### src/sysexr_pkg.sv
// shared constants, types and codes for the sysex reassembler and command decoder
package sysexr_pkg;

  localparam int STORE_DEPTH_DEF = 64;
  localparam int MAX_RESULTS     = 64;
  localparam int HEADER_LEN      = 6;
  localparam int CMD_POS         = 6;
  localparam int TEXT_POS        = 7;
  localparam int SHADOW_LEN      = 8;
  localparam int PACKET_BYTES    = 3;

  localparam int CFG_IDX_W  = 1;
  localparam int CFG_DATA_W = 48;

  localparam logic [CFG_IDX_W-1:0] REG_HEADER = 1'd0;
  localparam logic [CFG_IDX_W-1:0] REG_LIMIT  = 1'd1;

  localparam logic [47:0] HEADER_RESET = 48'hF000_2029_0218;
  localparam logic [7:0]  LIMIT_RESET  = 8'd5;

  localparam logic [3:0] CIN_CONTINUE = 4'h4;
  localparam logic [3:0] CIN_END1     = 4'h5;
  localparam logic [3:0] CIN_END2     = 4'h6;
  localparam logic [3:0] CIN_END3     = 4'h7;

  localparam logic [7:0] CMD_LAYOUT    = 8'h22;
  localparam logic [7:0] CMD_CHALLENGE = 8'h40;
  localparam logic [7:0] CMD_TEXT      = 8'h14;

  typedef enum logic [1:0] {
    KIND_UNKNOWN   = 2'd0,
    KIND_LAYOUT    = 2'd1,
    KIND_CHALLENGE = 2'd2,
    KIND_TEXT      = 2'd3
  } kind_t;

  typedef enum logic [2:0] {
    S_IDLE,
    S_WRITE,
    S_DECODE,
    S_EMIT_RD,
    S_EMIT_OUT
  } state_t;

  typedef struct packed {
    kind_t      kind;
    logic       text;
    logic [7:0] layout;
  } decode_t;

endpackage

### src/sysexr_in_if.sv
// packet channel carrying one usb-midi sysex event per transaction
interface sysexr_in_if;
  logic       valid;
  logic       ready;
  logic [3:0] code_index;
  logic [7:0] first_byte;
  logic [7:0] second_byte;
  logic [7:0] third_byte;

  modport source (output valid, code_index, first_byte, second_byte, third_byte, input ready);
  modport sink (input valid, code_index, first_byte, second_byte, third_byte, output ready);
endinterface

### src/sysexr_out_if.sv
// result channel carrying one decoded result per transaction
interface sysexr_out_if;
  logic       valid;
  logic       ready;
  logic [1:0] kind;
  logic [7:0] payload;
  logic       last;

  modport source (output valid, kind, payload, last, input ready);
  modport sink (input valid, kind, payload, last, output ready);
endinterface

### src/sysex_reassembler_command_decoder.sv
// top level: sysex packet reassembly into the message store and command decoding
// packets are accepted only when idle, so none is taken until the last one is done;
// the 1 to 3 bytes go to the store one per cycle; an ending packet then passes the decode
// state, and each text byte is read from the store; every result waits for a free output
// reset: synchronous; clears the stored length, the layout and the output valid, and loads
// the header and layout limit registers with their defaults; the store needs no clearing
module sysex_reassembler_command_decoder #(
  parameter int STORE_DEPTH = sysexr_pkg::STORE_DEPTH_DEF
) (
  input  logic                              clk,
  input  logic                              rst,
  sysexr_in_if.sink                         packet,
  sysexr_out_if.source                      result,
  input  logic                              cfg_write,
  input  logic [sysexr_pkg::CFG_IDX_W-1:0]  cfg_index,
  input  logic [sysexr_pkg::CFG_DATA_W-1:0] cfg_data
);
  import sysexr_pkg::*;

  localparam int AW        = $clog2(STORE_DEPTH);
  localparam int LW        = $clog2(STORE_DEPTH + 1);
  localparam int CW        = $clog2(MAX_RESULTS + 1);
  localparam int FULL_MARK = STORE_DEPTH - PACKET_BYTES;
  localparam int LIM_LEN   = MAX_RESULTS + TEXT_POS;

  state_t            state;
  state_t            state_next;
  logic [CFG_DATA_W-1:0] header_bytes;
  logic [7:0]        layout_limit;
  logic [7:0]        layout_now;
  logic [LW-1:0]     length;
  logic [3:0]        code;
  logic [7:0]        pkt_byte [PACKET_BYTES];
  logic [1:0]        byte_cnt;
  logic [1:0]        last_cnt;
  logic [7:0]        head [SHADOW_LEN];
  logic [CW-1:0]     left;
  logic [AW-1:0]     rd_addr;
  logic [7:0]        rd_data;
  logic              out_valid;
  kind_t             out_kind;
  logic [7:0]        out_payload;
  logic              out_last;

  decode_t           dec;
  logic              accept;
  logic              code_ok;
  logic              out_free;
  logic              long_enough;
  logic [7:0]        wr_byte;
  logic              wr_en;
  logic              rd_en;
  logic              load_out;
  kind_t             out_kind_next;
  logic [7:0]        out_payload_next;
  logic              out_last_next;
  logic              start_pkt;
  logic              drop;
  logic              set_layout;
  logic              start_emit;
  logic              finish;

  assign accept      = packet.valid && packet.ready;
  assign code_ok     = packet.code_index inside {CIN_CONTINUE, CIN_END1, CIN_END2, CIN_END3};
  assign out_free    = !out_valid || result.ready;
  assign long_enough = length > LW'(TEXT_POS);
  assign wr_byte     = pkt_byte[byte_cnt];

  assign packet.ready   = (state == S_IDLE);
  assign result.valid   = out_valid;
  assign result.kind    = out_kind;
  assign result.payload = out_payload;
  assign result.last    = out_last;

  sysexr_mem #(
    .DEPTH (STORE_DEPTH)
  ) u_mem (
    .clk     (clk),
    .wr_en   (wr_en),
    .wr_addr (length[AW-1:0]),
    .wr_data (wr_byte),
    .rd_en   (rd_en),
    .rd_addr (rd_addr),
    .rd_data (rd_data)
  );

  sysexr_decode u_decode (
    .head         (head),
    .header_bytes (header_bytes),
    .layout_limit (layout_limit),
    .layout_now   (layout_now),
    .long_enough  (long_enough),
    .dec          (dec)
  );

  always_ff @(posedge clk) begin
    if (rst) begin
      state <= S_IDLE;
    end else begin
      state <= state_next;
    end
  end

  always_comb begin
    state_next       = state;
    wr_en            = 1'b0;
    rd_en            = 1'b0;
    load_out         = 1'b0;
    out_kind_next    = KIND_UNKNOWN;
    out_payload_next = '0;
    out_last_next    = 1'b0;
    start_pkt        = 1'b0;
    drop             = 1'b0;
    set_layout       = 1'b0;
    start_emit       = 1'b0;
    finish           = 1'b0;
    case (state)
      S_IDLE: begin
        if (accept && code_ok) begin
          if (length >= LW'(FULL_MARK)) begin
            drop = 1'b1;
          end else begin
            start_pkt  = 1'b1;
            state_next = S_WRITE;
          end
        end
      end
      S_WRITE: begin
        wr_en = 1'b1;
        if (byte_cnt == last_cnt) begin
          state_next = (code == CIN_CONTINUE) ? S_IDLE : S_DECODE;
        end
      end
      S_DECODE: begin
        if (dec.text) begin
          start_emit = 1'b1;
          state_next = S_EMIT_RD;
        end else if (out_free) begin
          load_out      = 1'b1;
          out_kind_next = dec.kind;
          out_last_next = 1'b1;
          if (dec.kind == KIND_LAYOUT) begin
            out_payload_next = dec.layout;
            set_layout       = 1'b1;
          end
          finish     = 1'b1;
          state_next = S_IDLE;
        end
      end
      S_EMIT_RD: begin
        rd_en      = 1'b1;
        state_next = S_EMIT_OUT;
      end
      S_EMIT_OUT: begin
        if (out_free) begin
          load_out      = 1'b1;
          out_kind_next = KIND_TEXT;
          if (left == CW'(1)) begin
            out_last_next = 1'b1;
            finish        = 1'b1;
            state_next    = S_IDLE;
          end else begin
            out_payload_next = rd_data;
            state_next       = S_EMIT_RD;
          end
        end
      end
      default: begin
        state_next = S_IDLE;
      end
    endcase
  end

  always_ff @(posedge clk) begin
    if (rst) begin
      header_bytes <= HEADER_RESET;
      layout_limit <= LIMIT_RESET;
      layout_now   <= '0;
      length       <= '0;
      out_valid    <= 1'b0;
    end else begin
      if (cfg_write) begin
        case (cfg_index)
          REG_HEADER: header_bytes <= cfg_data;
          REG_LIMIT:  layout_limit <= cfg_data[7:0];
          default: begin
          end
        endcase
      end
      if (drop || finish) begin
        length <= '0;
      end else if (wr_en) begin
        length <= length + LW'(1);
      end
      if (set_layout) begin
        layout_now <= dec.layout;
      end
      if (load_out) begin
        out_valid <= 1'b1;
      end else if (result.ready) begin
        out_valid <= 1'b0;
      end
    end
  end

  always_ff @(posedge clk) begin
    if (start_pkt) begin
      code        <= packet.code_index;
      pkt_byte[0] <= packet.first_byte;
      pkt_byte[1] <= packet.second_byte;
      pkt_byte[2] <= packet.third_byte;
      byte_cnt    <= '0;
      case (packet.code_index)
        CIN_END1: last_cnt <= 2'd0;
        CIN_END2: last_cnt <= 2'd1;
        default:  last_cnt <= 2'd2;
      endcase
    end
    if (wr_en) begin
      byte_cnt <= byte_cnt + 2'd1;
      if (length < LW'(SHADOW_LEN)) begin
        head[length[2:0]] <= wr_byte;
      end
    end
    if (start_emit) begin
      rd_addr <= AW'(TEXT_POS);
      left    <= (int'(length) > LIM_LEN) ? CW'(MAX_RESULTS) : CW'(length - LW'(TEXT_POS));
    end else if (load_out && state == S_EMIT_OUT) begin
      rd_addr <= rd_addr + AW'(1);
      left    <= left - CW'(1);
    end
    if (load_out) begin
      out_kind    <= out_kind_next;
      out_payload <= out_payload_next;
      out_last    <= out_last_next;
    end
  end

  a_length_bound: assert property (@(posedge clk) disable iff (rst)
    length <= LW'(STORE_DEPTH))
    else $error("stored length beyond store depth");

  a_ignored_code: assert property (@(posedge clk) disable iff (rst)
    accept && !code_ok |=> $stable(length))
    else $error("ignored packet changed stored length");

  a_last_to_idle: assert property (@(posedge clk) disable iff (rst)
    load_out && out_last_next |=> state == S_IDLE)
    else $error("final result did not return to idle");

  a_emit_count: assert property (@(posedge clk) disable iff (rst)
    state == S_EMIT_OUT |-> left != '0)
    else $error("text emission with no bytes left");

endmodule

### src/sysexr_mem.sv
// message store: single write port, single read port with registered read data
module sysexr_mem #(
  parameter int DEPTH = 64
) (
  input  logic                     clk,
  input  logic                     wr_en,
  input  logic [$clog2(DEPTH)-1:0] wr_addr,
  input  logic [7:0]               wr_data,
  input  logic                     rd_en,
  input  logic [$clog2(DEPTH)-1:0] rd_addr,
  output logic [7:0]               rd_data
);

  logic [7:0] mem [DEPTH];

  always_ff @(posedge clk) begin
    if (wr_en) begin
      mem[wr_addr] <= wr_data;
    end
  end

  always_ff @(posedge clk) begin
    if (rd_en) begin
      rd_data <= mem[rd_addr];
    end
  end

endmodule

### src/sysexr_decode.sv
// header check and command classification of a completed message
module sysexr_decode (
  input  logic [7:0]                        head [sysexr_pkg::SHADOW_LEN],
  input  logic [sysexr_pkg::CFG_DATA_W-1:0] header_bytes,
  input  logic [7:0]                        layout_limit,
  input  logic [7:0]                        layout_now,
  input  logic                              long_enough,
  output sysexr_pkg::decode_t               dec
);
  import sysexr_pkg::*;

  logic match;

  always_comb begin
    match = 1'b1;
    for (int i = 0; i < HEADER_LEN; i++) begin
      if (head[i] != header_bytes[(HEADER_LEN-1-i)*8 +: 8]) begin
        match = 1'b0;
      end
    end
  end

  always_comb begin
    dec.kind   = KIND_UNKNOWN;
    dec.text   = 1'b0;
    dec.layout = (head[TEXT_POS] <= layout_limit) ? head[TEXT_POS] : layout_now;
    if (long_enough && match) begin
      case (head[CMD_POS])
        CMD_LAYOUT: begin
          dec.kind = KIND_LAYOUT;
        end
        CMD_CHALLENGE: begin
          dec.kind = KIND_CHALLENGE;
        end
        CMD_TEXT: begin
          dec.kind = KIND_TEXT;
          dec.text = 1'b1;
        end
        default: begin
          dec.kind = KIND_UNKNOWN;
        end
      endcase
    end
  end

endmodule

### src/flat_wrapper.sv
// flat-port wrapper written by rule: the top's interface ports become plain ports
module sysex_reassembler_command_decoder_flat import sysexr_pkg::*;
#(
  parameter int STORE_DEPTH = sysexr_pkg::STORE_DEPTH_DEF
)
  (clk, rst, cfg_write, cfg_index, cfg_data, packet_valid, packet_code_index, packet_first_byte, packet_second_byte, packet_third_byte, packet_ready, result_valid, result_kind, result_payload, result_last, result_ready);
  sysexr_in_if packet_i ();
  sysexr_out_if result_i ();
  input  logic clk;
  input  logic rst;
  input  logic cfg_write;
  input  logic [sysexr_pkg::CFG_IDX_W-1:0] cfg_index;
  input  logic [sysexr_pkg::CFG_DATA_W-1:0] cfg_data;
  input wire logic [$bits(packet_i.valid)-1:0] packet_valid;
  input wire logic [$bits(packet_i.code_index)-1:0] packet_code_index;
  input wire logic [$bits(packet_i.first_byte)-1:0] packet_first_byte;
  input wire logic [$bits(packet_i.second_byte)-1:0] packet_second_byte;
  input wire logic [$bits(packet_i.third_byte)-1:0] packet_third_byte;
  output wire logic [$bits(packet_i.ready)-1:0] packet_ready;
  output wire logic [$bits(result_i.valid)-1:0] result_valid;
  output wire logic [$bits(result_i.kind)-1:0] result_kind;
  output wire logic [$bits(result_i.payload)-1:0] result_payload;
  output wire logic [$bits(result_i.last)-1:0] result_last;
  input wire logic [$bits(result_i.ready)-1:0] result_ready;
  assign packet_i.valid = packet_valid;
  assign packet_i.code_index = packet_code_index;
  assign packet_i.first_byte = packet_first_byte;
  assign packet_i.second_byte = packet_second_byte;
  assign packet_i.third_byte = packet_third_byte;
  assign packet_ready = packet_i.ready;
  assign result_valid = result_i.valid;
  assign result_kind = result_i.kind;
  assign result_payload = result_i.payload;
  assign result_last = result_i.last;
  assign result_i.ready = result_ready;
  sysex_reassembler_command_decoder #(.STORE_DEPTH(STORE_DEPTH)) u_core (.clk(clk), .rst(rst), .packet(packet_i), .result(result_i), .cfg_write(cfg_write), .cfg_index(cfg_index), .cfg_data(cfg_data));
endmodule
### config.mk
export PLATFORM = sky130hd
export DESIGN_NAME = sysex_reassembler_command_decoder_flat
export DESIGN_NICKNAME = d
export VERILOG_FILES = /design/src/sysexr_pkg.sv /design/src/sysexr_in_if.sv /design/src/sysexr_out_if.sv /design/src/sysex_reassembler_command_decoder.sv /design/src/sysexr_mem.sv /design/src/sysexr_decode.sv /design/src/flat_wrapper.sv
export SDC_FILE = /design/constraint.sdc
export NUM_CORES = 1
export LEC_CHECK = 0
export BUFFER_PORTS_ARGS = -buffer_cell sky130_fd_sc_hd__buf_2
export CORE_MARGIN = 1
export CORE_UTILIZATION = 43
export DETAILED_ROUTE_END_ITERATION = 16
export REMOVE_ABC_BUFFERS = 1
export SKIP_CTS_REPAIR_TIMING = 1
export SLEW_MARGIN = 30
export SYNTH_ARGS = -nofsm -noshare
export SYNTH_HDL_FRONTEND = slang
export SYNTH_SLANG_ARGS = --single-unit
### constraint.sdc
create_clock -name clk -period 13.8 [get_ports clk]
set_input_delay 2.76 -clock clk [delete_from_list [all_inputs] [get_ports clk]]
set_output_delay 2.76 -clock clk [all_outputs]
set_load 0.05 [all_outputs]
==> results.py <==
metrics = {
    "worst_setup_path": {
        "cpMaxStageDelayCell": "dfxtp_1",
        "crit_required_ps": 11040,
        "slowest_delay_ps": 390,
        "crit_type": "register to primary output",
        "worst-path-buf-inv": 1,
        "worstPathMaxFanout": 8,
        "crit_family": "flip-flops",
        "critPathCaptureType": "primary output",
        "path_cells": "nor3_1 > buf_2",
        "rr_worst_depth": 4,
        "critPathArrivalTime_ps": 1740,
        "start_kind": "register",
        "path_depth": 2,
    },
    "synthesis": {
        "ys_types": 53,
        "ys_seq_area_frac": 0.735,
        "yosysWarnings": 0,
        "synth_area_per_cell_um2": 18.0,
        "synthCells": 1564,
        "netlist_area_um2": 28100,
        "ys_ff_latch": 717,
        "synthArstFlopShare": 0,
        "ys.flop_type": "edfxtp_1",
        "synth_edf_count": 634,
    },
    "drt": {
        "first_pass_iters": 5,
        "wirelength_um": 61300,
        "antenna_left": 0,
        "avgRoutedWirePerCell_um": 23.7,
        "drt_iter0_markers": 1207,
        "dr_total_vias": 14200,
        "viasPerCell": 5.49,
        "drc": 0,
    },
    "cts": {
        "cts-root-buf": "clkbuf_16",
        "clockBufferDepth": 3,
        "clkLatencyLatePin_ps": 620,
        "htreeDepth": 3,
        "numCtsBuffers": 74,
        "clk_pin_slew_ps": 60,
        "cts.sinks": 717,
        "cts_tree": "built",
    },
    "timing": {
        "drv_slew": 0,
        "final.min_clock_period_ps": 4500,
        "fmax_ghz": 0.222,
        "relSlewSlack": 0.349,
        "rsz0062_at_grt": "no",
        "hold_violations": 0,
        "worstMarginPinSlew_ps": 972,
        "final.period_utilization": 0.326,
        "fin_tns_setup_ps": 0,
        "skew_ps": 22.0,
        "setup_viol": 0,
    },
    "die": {
        "start_util": 0.436,
        "rows": 93,
        "io_pins": 95,
        "fp.dieH_um": 258,
        "dieArea_um2": 66500,
        "core_area_um2": 64600,
        "fp.dieW_um": 258,
    },
    "layout": {
        "fin_cells": 2586,
        "multiInputGateArea_um2": 7190,
        "fillerInstances": 5283,
        "final_nets": 1769,
        "syn2layout_area_growth_pct": 13.6,
        "drive_above_1_share": 0.233,
        "register_area_um2": 20700,
        "diodes": 0,
    },
    "job": {
        "maxCapViolCount": 0,
    },
    "pwr": {
        "p_per_area_nw_per_um2": 191,
        "p_leak_nw": 10.4,
        "vdd_drop_max_mv": 0.0847,
    },
    "grt": {
        "grt_pass1_wl_um": 91800,
        "grt.overflow.total": 0,
        "grt_pass1_vias": 14500,
        "antenna_found_initial": 3,
        "grt_usage": 0.187,
        "grt_max_degree": 73,
    },
    "placed_design": {
        "dp.cells": 2452,
        "place.detailed.hpwl_um": 37200,
        "portBuffers": 94,
        "place_congestion": 0.820,
    },
    "worst_hold_path": {
        "hold_class": "register to register",
        "hold_depth": 2,
    },
    "run_status": {
        "outcome": "complete, no violations",
    },
}
## flip-flops by register name (all words and copies together), names as in the netlist, 4 cells and up, named ones only
signal	count
u_core.layout_limit	8
u_core.result.payload	8
u_core.length	7
u_core.left	7
u_core.header_bytes	48
u_core.pkt_byte	24
u_core.layout_now	8
u_core.u_mem.mem	512
u_core.head	64
u_core.code	4
u_core.rd_addr	6
u_core.u_mem.rd_data	8
## per-stage QoR
step                      instance area, um2  power, mW  hold slack [ps]  setup slack, ps  utilization
after detailed placement               29600       4.27              451             8780        0.459
after global routing                   32000       6.35              475             9210        0.495
after global placement                 29600       4.24              451             8800        0.459
after CTS                              31900       6.19              460             9250        0.495
after floorplan                        27800       3.86              430             6600            -
final                                  32000       6.11              462             9300        0.495
## synth_stat cells (3+ instances only)
master / instances / area, um2
mux2i_1: 24 / 240
a211oi_1: 3 / 22.5
o21ai_0: 25 / 125
a21o_1: 7 / 52.6
buf_1: 21 / 78.8
nand3_1: 26 / 130
mux4_2: 168 / 3780
xnor2_1: 39 / 342
nor2b_1: 7 / 43.8
nor2_1: 120 / 450
or3b_2: 3 / 26.3
dfxtp_1: 83 / 1660
ha_1: 13 / 163
clkbuf_1: 53 / 199
nor4_1: 9 / 56.3
xor2_1: 32 / 280
nand2b_1: 5 / 31.3
nand3b_1: 5 / 37.5
or3_1: 4 / 25.0
nand2_1: 158 / 593
a21oi_1: 49 / 245
nand4_1: 14 / 87.6
nor3_1: 9 / 45.0
edfxtp_1: 634 / 19000
inv_1: 14 / 52.6
## routing by layer
layer,global-route usage,vias up,part of all wire
met5,0,-,0.00044
met4,0.0700,4,0.031
met3,0.0349,109,0.060
met2,0.305,422,0.49
met1,0.249,7322,0.42
li1,-,6343,-
## logic make-up (layout without fill, tap and decap cells)
logic type,Yosys count,in the layout,synth area share
flops,717,717,0.735
simple gates,381,381,0.0605
xor+xnor,71,71,0.0221
fa+ha+maj,13,13,0.00578
compound gates,98,98,0.0204
buf+inv,92,259,0.0129
mux,192,192,0.143
## power by group
| group | switching (mW) | internal, mW |
|---|---|---|
| clock network | 0.804 | 1.12 |
| registers | 0.104 | 2.73 |
| logic | 0.825 | 0.528 |
| total | 1.73 | 4.37 |
## cell usage in the layout (no fill, tap or decap), types with 3 or more instances in the layout
master / count
buf_2: 94
mux2i_1: 24
nand2b_1: 5
o21ai_4: 8
clkinv_2: 10
dfxtp_1: 79
xor2_1: 32
inv_6: 3
or3_1: 4
nor3_1: 8
a21oi_1: 49
nand4_1: 14
nor2_1: 118
a21o_1: 7
ha_1: 13
buf_4: 15
a211oi_1: 3
nand3b_1: 5
clkbuf_16: 76
bufinv_16: 5
o21ai_0: 17
xnor2_1: 39
clkinv_1: 12
clkbuf_1: 23
or3b_2: 3
inv_1: 14
nor2b_1: 6
nor4_1: 9
nand3_1: 26
mux4_2: 168
nand2_1: 158
edfxtp_1: 634
## worst reg2reg max path, cell delays in order (launching register included)
cell,delay [ps]
dfxtp_4,890
buf_6,650
mux4_2,720
mux4_2,550
mux4_2,560
## worst paths after layout
path / to / startpoint / slack (ps)
hold / removal: u_core.layout_limit[6] / u_core.layout_limit[6] / 460
hold reg to reg: u_core.layout_limit[6] / u_core.layout_limit[6] / 460
setup / recovery: packet_ready / u_core.state[2] / 9300
setup reg to reg: u_core.u_mem.rd_data[1] / u_core.rd_addr[0] / 10160
## layout make-up
class | count | area share
Timing Repair Buffer | 112 | 0.0198
Clock inverter | 33 | 0.00986
Inverter | 14 | 0.00164
Multi-Input combinational cell | 755 | 0.225
Sequential cell | 717 | 0.648
Tap cell | 855 | 0.0335
Clock buffer | 100 | 0.0626
Power figures use the tool's default switching activity.
